<file path="config.mk">
export PLATFORM = sky130hd
export DESIGN_NAME = shuffled_lcg_random_range
export DESIGN_NICKNAME = d
export VERILOG_FILES = /design/src/rtl/core/slrr_pkg.sv /design/src/rtl/core/slrr_mod_div.sv /design/src/rtl/core/slrr_datapath.sv /design/src/rtl/core/slrr_ctrl.sv /design/src/rtl/core/shuffled_lcg_random_range.sv
export VERILOG_INCLUDE_DIRS = /design/src /design/src/rtl/core
export SDC_FILE = /design/constraint.sdc
export NUM_CORES = 2
export LEC_CHECK = 0
export BUFFER_PORTS_ARGS = -buffer_cell sky130_fd_sc_hd__buf_2
export CAP_MARGIN = 20
export CORE_MARGIN = 5
export CORE_UTILIZATION = 40
export DETAILED_ROUTE_END_ITERATION = 7
export PLACE_DENSITY = 0.63
export SYNTH_ARGS = -nofsm -noshare
export SYNTH_HDL_FRONTEND = slang
export SYNTH_HIERARCHICAL = 1
export SYNTH_SLANG_ARGS = --single-unit
</file>
<file path="constraint.sdc">
create_clock -name clk -period 7.24 [get_ports clk]
set_input_delay 0.362 -clock clk [delete_from_list [all_inputs] [get_ports clk]]
set_output_delay 0.362 -clock clk [all_outputs]
set_load 0.02 [all_outputs]
</file>
<file path="src/rtl/core/shuffled_lcg_random_range_defines.svh">
// Assertion macros shared by the RTL. Every check is clocked on clk
// and held off while rst is high.
`ifndef SHUFFLED_LCG_RANDOM_RANGE_DEFINES_SVH
`define SHUFFLED_LCG_RANDOM_RANGE_DEFINES_SVH

// Same-cycle implication.
`define SLRR_ASSERT_IMP(label, ante, cons, msg) \
  label: assert property (@(posedge clk) disable iff (rst) (ante) |-> (cons)) \
    else $error(msg);

// Next-cycle implication.
`define SLRR_ASSERT_NEXT(label, ante, cons, msg) \
  label: assert property (@(posedge clk) disable iff (rst) (ante) |=> (cons)) \
    else $error(msg);

`endif

</file>
<file path="src/rtl/core/slrr_pkg.sv">
package slrr_pkg;

  localparam logic [14:0] LCG_MUL  = 15'd16807;
  localparam logic [30:0] LCG_MOD  = 31'h7FFF_FFFF;
  localparam logic [31:0] RAND_TOP = 32'h7FFF_FFFF;
  localparam logic [31:0] HALF_RANGE = 32'h8000_0000;

  typedef enum logic [3:0] {
    ST_IDLE,
    ST_DECODE,
    ST_LIMIT,
    ST_SEED,
    ST_WARM_MUL,
    ST_WARM_FOLD,
    ST_DRAW_MUL,
    ST_DRAW_FOLD,
    ST_DRAW_SLOT,
    ST_DRAW_SWAP,
    ST_CHECK,
    ST_MOD,
    ST_FINISH
  } slrr_state_t;

  typedef struct packed {
    logic req_load;
    logic seed_load;
    logic div_start;
    logic div_sel_draw;
    logic limit_load;
    logic lcg_seed;
    logic warm_fold;
    logic draw_fold;
    logic slot_start;
    logic tbl_rd;
    logic swap;
    logic out_load;
  } slrr_cmd_t;

  typedef struct packed {
    logic kind;
    logic span_zero;
    logic div_busy;
    logic slot_busy;
    logic warm_last;
    logic reject;
  } slrr_status_t;

endpackage

</file>
<file path="src/rtl/core/slrr_mod_div.sv">
module slrr_mod_div (
  input  logic        clk,
  input  logic        rst,
  input  logic        start,
  input  logic [31:0] dividend,
  input  logic [31:0] divisor,
  output logic        busy,
  output logic [31:0] remainder
);

  logic [5:0]  cnt;
  logic [31:0] dvd;
  logic [31:0] rem;
  logic [32:0] trial;
  logic [32:0] diff;

  // Restoring division, one quotient bit per cycle; only the remainder is kept.
  assign trial = {rem, dvd[31]};
  assign diff  = trial - {1'b0, divisor};

  always_ff @(posedge clk) begin
    if (rst) begin
      cnt <= 6'd0;
    end else if (start) begin
      cnt <= 6'd32;
    end else if (cnt != 6'd0) begin
      cnt <= cnt - 6'd1;
    end
  end

  always_ff @(posedge clk) begin
    if (start) begin
      rem <= 32'd0;
      dvd <= dividend;
    end else if (cnt != 6'd0) begin
      dvd <= {dvd[30:0], 1'b0};
      if (trial >= {1'b0, divisor}) begin
        rem <= diff[31:0];
      end else begin
        rem <= trial[31:0];
      end
    end
  end

  assign busy      = (cnt != 6'd0);
  assign remainder = rem;

endmodule

</file>
<file path="src/rtl/core/slrr_datapath.sv">
module slrr_datapath #(
  parameter int TABLE_DEPTH = 32
) (
  input  logic                 clk,
  input  logic                 rst,
  input  logic                 kind,
  input  logic signed [31:0]   range_low,
  input  logic signed [31:0]   range_high,
  input  logic [30:0]          seed,
  input  slrr_pkg::slrr_cmd_t  cmd,
  output slrr_pkg::slrr_status_t st,
  output logic signed [31:0]   value
);
  import slrr_pkg::*;

  localparam int IDX_W = $clog2(TABLE_DEPTH);
  localparam int CW    = $clog2(TABLE_DEPTH + 8);
  localparam int RW    = IDX_W + 1;
  localparam logic [31:0]   SLOT_DIV   = 32'(1 + (2147483646 / TABLE_DEPTH));
  localparam logic [RW-1:0] SLOT_RECIP = RW'(64'h8000_0000 / {32'd0, SLOT_DIV});

  logic [30:0]          seed_r;
  logic                 kind_r;
  logic signed [31:0]   lo_r;
  logic signed [31:0]   hi_r;
  logic [30:0]          lcg;
  logic [45:0]          prod;
  logic [31:0]          fold_sum;
  logic [30:0]          fold_val;
  logic [30:0]          shuffle_out;
  logic [31:0]          limit;
  logic [31:0]          span;
  logic [30+RW:0]       est_prod;
  logic [IDX_W-1:0]     slot_est;
  logic [30:0]          slot_x;
  logic [31:0]          est_base;
  logic [31:0]          est_rem;
  logic                 slot_pend;
  logic [IDX_W-1:0]     slot_q;
  logic [CW-1:0]        warm_cnt;
  logic [30:0]          tbl [TABLE_DEPTH];
  logic [30:0]          rd_data;
  logic                 tbl_we;
  logic [IDX_W-1:0]     tbl_wa;
  logic [30:0]          tbl_wd;
  logic [31:0]          div_dvd;
  logic                 div_busy;
  logic [31:0]          div_rem;

  always_ff @(posedge clk) begin
    if (rst) begin
      seed_r <= 31'd0;
    end else if (cmd.seed_load) begin
      seed_r <= seed;
    end
  end

  always_ff @(posedge clk) begin
    if (cmd.req_load) begin
      kind_r <= kind;
      lo_r   <= range_low;
      hi_r   <= range_high;
    end
  end

  assign span = $unsigned(hi_r) - $unsigned(lo_r) + 32'd1;

  // Modulus is 2^31-1, so reduce by folding the high bits back in.
  always_comb begin
    fold_sum = {1'b0, prod[30:0]} + {17'd0, prod[45:31]};
    if (fold_sum >= {1'b0, LCG_MOD}) begin
      fold_val = 31'(fold_sum - {1'b0, LCG_MOD});
    end else begin
      fold_val = fold_sum[30:0];
    end
  end

  always_ff @(posedge clk) begin
    prod <= {15'd0, lcg} * {31'd0, LCG_MUL};
    if (cmd.lcg_seed) begin
      if (seed_r == 31'd0 || seed_r == LCG_MOD) begin
        lcg <= 31'd1;
      end else begin
        lcg <= seed_r;
      end
    end else if (cmd.warm_fold || cmd.draw_fold) begin
      lcg <= fold_val;
    end
  end

  always_ff @(posedge clk) begin
    if (cmd.lcg_seed) begin
      warm_cnt <= CW'(TABLE_DEPTH + 7);
    end else if (cmd.warm_fold) begin
      warm_cnt <= warm_cnt - CW'(1);
    end
  end

  always_ff @(posedge clk) begin
    if (cmd.warm_fold && warm_cnt == CW'(0)) begin
      shuffle_out <= fold_val;
    end else if (cmd.swap) begin
      shuffle_out <= rd_data;
    end
  end

  // Slot index: shuffle_out over a constant by reciprocal multiply, then one
  // compare and subtract, since the estimate is low by at most one.
  assign est_prod = {{RW{1'b0}}, shuffle_out} * {31'd0, SLOT_RECIP};
  assign est_base = {{(32-IDX_W){1'b0}}, slot_est} * SLOT_DIV;
  assign est_rem  = {1'b0, slot_x} - est_base;

  always_ff @(posedge clk) begin
    if (rst) begin
      slot_pend <= 1'b0;
    end else begin
      slot_pend <= cmd.slot_start;
    end
  end

  always_ff @(posedge clk) begin
    if (cmd.slot_start) begin
      slot_x   <= shuffle_out;
      slot_est <= est_prod[30+IDX_W:31];
    end
    if (slot_pend) begin
      slot_q <= slot_est + {{(IDX_W-1){1'b0}}, (est_rem >= SLOT_DIV)};
    end
  end

  always_comb begin
    tbl_we = (cmd.warm_fold && warm_cnt < CW'(TABLE_DEPTH)) || cmd.swap;
    if (cmd.swap) begin
      tbl_wa = slot_q;
      tbl_wd = lcg;
    end else begin
      tbl_wa = warm_cnt[IDX_W-1:0];
      tbl_wd = fold_val;
    end
  end

  always_ff @(posedge clk) begin
    if (tbl_we) begin
      tbl[tbl_wa] <= tbl_wd;
    end
    if (cmd.tbl_rd) begin
      rd_data <= tbl[slot_q];
    end
  end

  assign div_dvd = cmd.div_sel_draw ? {1'b0, shuffle_out} : HALF_RANGE;

  slrr_mod_div u_mod_div (
    .clk       (clk),
    .rst       (rst),
    .start     (cmd.div_start),
    .dividend  (div_dvd),
    .divisor   (span),
    .busy      (div_busy),
    .remainder (div_rem)
  );

  always_ff @(posedge clk) begin
    if (cmd.limit_load) begin
      limit <= RAND_TOP - div_rem;
    end
  end

  always_ff @(posedge clk) begin
    if (cmd.out_load) begin
      if (!kind_r) begin
        value <= $signed({1'b0, shuffle_out});
      end else if (span == 32'd0) begin
        value <= lo_r;
      end else begin
        value <= $signed($unsigned(lo_r) + div_rem);
      end
    end
  end

  always_comb begin
    st.kind      = kind_r;
    st.span_zero = (span == 32'd0);
    st.div_busy  = div_busy;
    st.slot_busy = slot_pend;
    st.warm_last = (warm_cnt == CW'(0));
    st.reject    = ({1'b0, shuffle_out} > limit);
  end

endmodule

</file>
<file path="src/rtl/core/slrr_ctrl.sv">
`include "shuffled_lcg_random_range_defines.svh"

module slrr_ctrl (
  input  logic                   clk,
  input  logic                   rst,
  input  logic                   req_valid,
  output logic                   req_stall,
  output logic                   rsp_valid,
  input  logic                   rsp_stall,
  input  logic                   seed_valid,
  output logic                   seed_ready,
  input  slrr_pkg::slrr_status_t st,
  output slrr_pkg::slrr_cmd_t    cmd
);
  import slrr_pkg::*;

  slrr_state_t state;
  slrr_state_t state_next;
  logic        init_pending;
  logic        init_pending_next;
  logic        rsp_valid_next;

  always_ff @(posedge clk) begin
    if (rst) begin
      state        <= ST_IDLE;
      init_pending <= 1'b1;
      rsp_valid    <= 1'b0;
    end else begin
      state        <= state_next;
      init_pending <= init_pending_next;
      rsp_valid    <= rsp_valid_next;
    end
  end

  always_comb begin
    state_next        = state;
    init_pending_next = init_pending;
    cmd               = '0;
    req_stall         = 1'b1;
    seed_ready        = 1'b0;

    case (state)
      ST_IDLE: begin
        req_stall  = 1'b0;
        seed_ready = 1'b1;
        if (seed_valid) begin
          cmd.seed_load     = 1'b1;
          init_pending_next = 1'b1;
        end
        if (req_valid) begin
          cmd.req_load = 1'b1;
          state_next   = ST_DECODE;
        end
      end
      ST_DECODE: begin
        if (!st.kind) begin
          state_next = init_pending ? ST_SEED : ST_DRAW_MUL;
        end else if (st.span_zero) begin
          state_next = ST_FINISH;
        end else begin
          cmd.div_start = 1'b1;
          state_next    = ST_LIMIT;
        end
      end
      ST_LIMIT: begin
        if (!st.div_busy) begin
          cmd.limit_load = 1'b1;
          state_next     = init_pending ? ST_SEED : ST_DRAW_MUL;
        end
      end
      ST_SEED: begin
        cmd.lcg_seed = 1'b1;
        state_next   = ST_WARM_MUL;
      end
      ST_WARM_MUL: begin
        state_next = ST_WARM_FOLD;
      end
      ST_WARM_FOLD: begin
        cmd.warm_fold = 1'b1;
        if (st.warm_last) begin
          init_pending_next = 1'b0;
          state_next        = ST_DRAW_MUL;
        end else begin
          state_next = ST_WARM_MUL;
        end
      end
      ST_DRAW_MUL: begin
        cmd.slot_start = 1'b1;
        state_next     = ST_DRAW_FOLD;
      end
      ST_DRAW_FOLD: begin
        cmd.draw_fold = 1'b1;
        state_next    = ST_DRAW_SLOT;
      end
      ST_DRAW_SLOT: begin
        if (!st.slot_busy) begin
          cmd.tbl_rd = 1'b1;
          state_next = ST_DRAW_SWAP;
        end
      end
      ST_DRAW_SWAP: begin
        cmd.swap   = 1'b1;
        state_next = st.kind ? ST_CHECK : ST_FINISH;
      end
      ST_CHECK: begin
        // drop draws above the limit so every residue is equally likely
        if (st.reject) begin
          state_next = ST_DRAW_MUL;
        end else begin
          cmd.div_start    = 1'b1;
          cmd.div_sel_draw = 1'b1;
          state_next       = ST_MOD;
        end
      end
      ST_MOD: begin
        if (!st.div_busy) begin
          state_next = ST_FINISH;
        end
      end
      ST_FINISH: begin
        // hold the result until the output register frees up
        if (!rsp_valid || !rsp_stall) begin
          cmd.out_load = 1'b1;
          state_next   = ST_IDLE;
        end
      end
      default: begin
        state_next = ST_IDLE;
      end
    endcase
  end

  always_comb begin
    rsp_valid_next = rsp_valid;
    if (cmd.out_load) begin
      rsp_valid_next = 1'b1;
    end else if (rsp_valid && !rsp_stall) begin
      rsp_valid_next = 1'b0;
    end
  end

  `SLRR_ASSERT_IMP(a_out_load_free, cmd.out_load, !(rsp_valid && rsp_stall), "result overwritten while held")
  `SLRR_ASSERT_IMP(a_draw_after_init, state == ST_DRAW_MUL, !init_pending, "draw before table warm-up")
  `SLRR_ASSERT_NEXT(a_seed_reinit, cmd.seed_load, init_pending, "seed write did not request warm-up")
  `SLRR_ASSERT_IMP(a_finish_quiet, state == ST_FINISH, !st.div_busy && !st.slot_busy, "finish with unit busy")

endmodule

</file>
<file path="src/rtl/core/shuffled_lcg_random_range.sv">
// Shuffled minimal-standard random generator with unbiased ranged draws.
// Request channel (req_valid/req_stall): kind, range_low, range_high; a beat is
// taken when req_valid is high and req_stall is low. Response channel
// (rsp_valid/rsp_stall): value, held steady while rsp_stall is high.
// Seed channel (seed_valid/seed_ready): write only while no request is in flight.
// Steps from accept to result valid:
//   raw draw: one draw step (multiply, fold, slot, swap).
//   first draw after reset or a seed write: plus a warm-up of TABLE_DEPTH + 8
//   generator steps (multiply, fold) that fills the shuffle table.
//   ranged draw: plus the rejection limit, a check and the final modulo, both
//   on one bit-serial 32-bit remainder unit, plus a draw step and a check per
//   rejected draw. A zero span returns range_low without a draw.
// One request is worked on at a time, so no beat is taken before the last
// one's result is done; the next is taken as soon as the result sits in
// the output register, even if the receiver holds rsp_stall.
// Reset clears the seed to 0 (the generator then starts from 1) and arms the
// warm-up; the shuffle table needs no clearing.
module shuffled_lcg_random_range #(
  parameter int TABLE_DEPTH = 32
) (
  input  logic               clk,
  input  logic               rst,
  input  logic               req_valid,
  output logic               req_stall,
  input  logic               kind,
  input  logic signed [31:0] range_low,
  input  logic signed [31:0] range_high,
  output logic               rsp_valid,
  input  logic               rsp_stall,
  output logic signed [31:0] value,
  input  logic               seed_valid,
  output logic               seed_ready,
  input  logic [30:0]        seed
);
  import slrr_pkg::*;

  slrr_cmd_t    cmd;
  slrr_status_t st;

  slrr_ctrl u_ctrl (
    .clk        (clk),
    .rst        (rst),
    .req_valid  (req_valid),
    .req_stall  (req_stall),
    .rsp_valid  (rsp_valid),
    .rsp_stall  (rsp_stall),
    .seed_valid (seed_valid),
    .seed_ready (seed_ready),
    .st         (st),
    .cmd        (cmd)
  );

  slrr_datapath #(
    .TABLE_DEPTH (TABLE_DEPTH)
  ) u_datapath (
    .clk        (clk),
    .rst        (rst),
    .kind       (kind),
    .range_low  (range_low),
    .range_high (range_high),
    .seed       (seed),
    .cmd        (cmd),
    .st         (st),
    .value      (value)
  );

endmodule

</file>
==> qor.csv <==
metric,value,unit
synth_seq_cells,1384,
hold_violations,0,
period_share,0.941,
post-dp-hpwl,128000,um
setup_violations,0,
die_area,181000,um^2
clkSinkCount,1384,
grt_pass1_vias,42500,
crit_arrival,7430,ps
r2r_setup_slack,430,ps
drc,0,
antenna_found_initial,5,
postSynthCellCount,4743,
cts_resized,0,
whs_endpoint,u_datapath/seed_r[4]$_SDFFE_PP0P_,
ys_seq_area_frac,0.583,
area_delta_synth_final,14.8,%
core_area,172000,um^2
clk_latency,810,ps
avgRoutedWirePerCell,25.4,um
grt_usage,0.209,
synth_nets,5342,
required,7860,ps
n_antenna_cell,0,
synth.avg_cell_area,14.6,um^2
worst_pin_slew,1130,ps
grt_pass1_wl,281000,um
cts_buffer_depth,3,
drive_gt1_frac,0.197,
critPathMaxFanout,6,
min_path_type,in2reg,
reg2reg_to,u_datapath/prod[44]$_DFF_P_,
tritoncts,built,
finClkSkew,56.8,ps
drtIter0Drc,4153,
min_period,6810,ps
synth_edf_count,1256,
cp-start-kind,flop,
synth_top_flop_cell,edfxtp_1,
synth.distinct_cells,122,
ios,136,
via_per_inst,5.60,
yosys_warnings,6,
setup_tns,0,ps
die_w,426,um
wl,190000,um
status,"complete, no violations",
cap_violations,0,
hold_start,seed_valid,
rows,152,
fmax,0.147,GHz
grt_max_degree,114,
htree_levels,4,
fin_nets,5672,
grt_overflow_total,0,
endpoint_kind,flop,
rsz0062_at_grt,no,
critical_path_class,reg2reg,
die_y,426,um
numCtsBuffers,149,
async_flop_share,0,
r2r_cells,26,
hold_depth,4,
slew_headroom,0.244,
first_pass_iters,5,
slew_viol_final,0,
vias,42000,
gp_congestion,0.931,
numPortBuffers,135,
initial_core_util,0.402,
cts-root-buf,clkbuf_16,
rr_startpoint,u_datapath/lcg[13]$_DFFE_PP_,
netlist_area,69100,um^2
ant_nets,0,
clk_pin_slew_worst_paths,60,ps
-- cells by family after synthesis --
| family | Yosys count | share of synthesized area |
|---|---|---|
| buf+inv | 673 | 0.0381 |
| compound gates | 721 | 0.0721 |
| mux | 427 | 0.119 |
| simple gates | 892 | 0.0634 |
| xor+xnor | 148 | 0.0188 |
| fa+ha+maj | 498 | 0.105 |
| flops | 1384 | 0.583 |
-- per-layer routing --
metal / track usage / share of wire
met3: 0.0278 / 0.061
met1: 0.279 / 0.41
met5: 0 / 0
met2: 0.347 / 0.48
met4: 0.0828 / 0.042
-- layout by cell type (no fill, tap or decap), types with 74 or more instances in the layout --
| cell type | synthesis | final |
|---|---|---|
| nor2_1 | 230 | 196 |
| buf_4 | 12 | 110 |
| a21oi_1 | 151 | 145 |
| dlygate4sd3_1 | 0 | 98 |
| dfxtp_1 | 128 | 128 |
| o21ai_0 | 174 | 154 |
| nand3_1 | 74 | 74 |
| clkbuf_16 | 0 | 151 |
| fa_1 | 137 | 137 |
| xnor2_1 | 90 | 90 |
| ha_1 | 361 | 361 |
| nand2_1 | 258 | 257 |
| edfxtp_1 | 1256 | 1256 |
| inv_1 | 490 | 490 |
| buf_2 | 22 | 135 |
| mux4_2 | 310 | 310 |
-- worst max path at each step --
| stage | to | cells past startpoint | from |
|---|---|---|---|
| after floorplan | u_datapath/prod[44]$_DFF_P_ | 24 | u_datapath/lcg[16]$_DFFE_PP_ |
| after global placement | u_datapath/prod[44]$_DFF_P_ | 26 | u_datapath/lcg[14]$_DFFE_PP_ |
| final | u_datapath/prod[44]$_DFF_P_ | 26 | u_datapath/lcg[13]$_DFFE_PP_ |
| after detailed placement | u_datapath/prod[38]$_DFF_P_ | 26 | u_datapath/lcg[14]$_DFFE_PP_ |
| after global routing | u_datapath/prod[44]$_DFF_P_ | 26 | u_datapath/lcg[13]$_DFFE_PP_ |
| after CTS | u_datapath/prod[44]$_DFF_P_ | 26 | u_datapath/lcg[14]$_DFFE_PP_ |
-- state kept, by name, summed over array words and instances (netlist names) --
| signal | cells |
|---|---|
| u_ctrl/init_pending | 1 |
| u_ctrl/rsp_valid | 1 |
| u_ctrl/state | 4 |
| u_datapath/hi_r | 32 |
| u_datapath/kind_r | 1 |
| u_datapath/lcg | 31 |
| u_datapath/limit | 32 |
| u_datapath/lo_r | 32 |
| u_datapath/prod | 46 |
| u_datapath/rd_data | 31 |
| u_datapath/seed_r | 31 |
| u_datapath/shuffle_out | 31 |
| u_datapath/slot_est | 5 |
| u_datapath/slot_pend | 1 |
| u_datapath/slot_q | 5 |
| u_datapath/tbl | 992 |
| u_datapath/u_mod_div/cnt | 6 |
| u_datapath/u_mod_div/dvd | 32 |
| u_datapath/u_mod_div/remainder | 32 |
| u_datapath/value | 32 |
| u_datapath/warm_cnt | 6 |
-- repair_timing --
action                                 in CTS  in global routing
setup buffers                               0                  0
hold buffers                               97                  1
endpoints found under the hold margin      98                  6
-- final cells by class --
class | instances | area, um^2
flip-flops and latches | 1384 | 40300
well taps | 2310 | 2890
repair buffers | 360 | 2820
fillers | 14800 | 92500
clock buffers | 184 | 3930
multi-input cells | 2686 | 26600
inverters | 492 | 1850
clock inverters | 85 | 955
-- stage by stage --
step / area [um^2] / util / cells / worst slack, ps / hold WS (ps)
after floorplan: 69100 / - / 4743 / 1140 / 400
after global placement: 73100 / 0.426 / 7120 / 650 / 402
after detailed placement: 73300 / 0.427 / 7129 / 560 / 406
after CTS: 79200 / 0.461 / 7495 / 460 / 203
after global routing: 79300 / 0.462 / 7501 / 19.1 / 232
final: 79300 / 0.462 / 7501 / 426 / 234
-- synth_stat cells, types with 55 or more instances --
cell type,instances,area [um^2]
edfxtp_1,1256,37700
dfxtp_1,128,2560
clkbuf_1,104,390
nor2_1,230,863
a21oi_1,151,756
fa_1,137,2740
inv_1,490,1840
ha_1,361,4520
nand2_1,258,968
mux2_2,66,743
nand3_1,74,370
o21ai_0,174,871
mux4_2,310,6980
xor2_1,58,508
a21o_1,55,413
xnor2_1,90,788
-- worst max-delay path: stages, from the launching register on --
cell and delay, ps:
edfxtp_1 550, inv_1 190, fa_1 520, inv_1 50
ha_1 270, inv_1 50, fa_1 500, inv_1 50
ha_1 300, fa_1 550, inv_1 60, fa_1 530
inv_1 40, ha_1 340, nand3_1 160, nor2_1 140
nand3_1 110, a21oi_1 290, o21ai_0 270, o31ai_1 290
buf_4 190, a21o_1 200, a2111oi_0 120, buf_4 160
nor3_1 300, mux2i_1 270, o2111ai_1 160
Power is left out: the tool's default activity adds up to more than one toggle a clock period on the data nets, which glitch-free logic cannot reach.
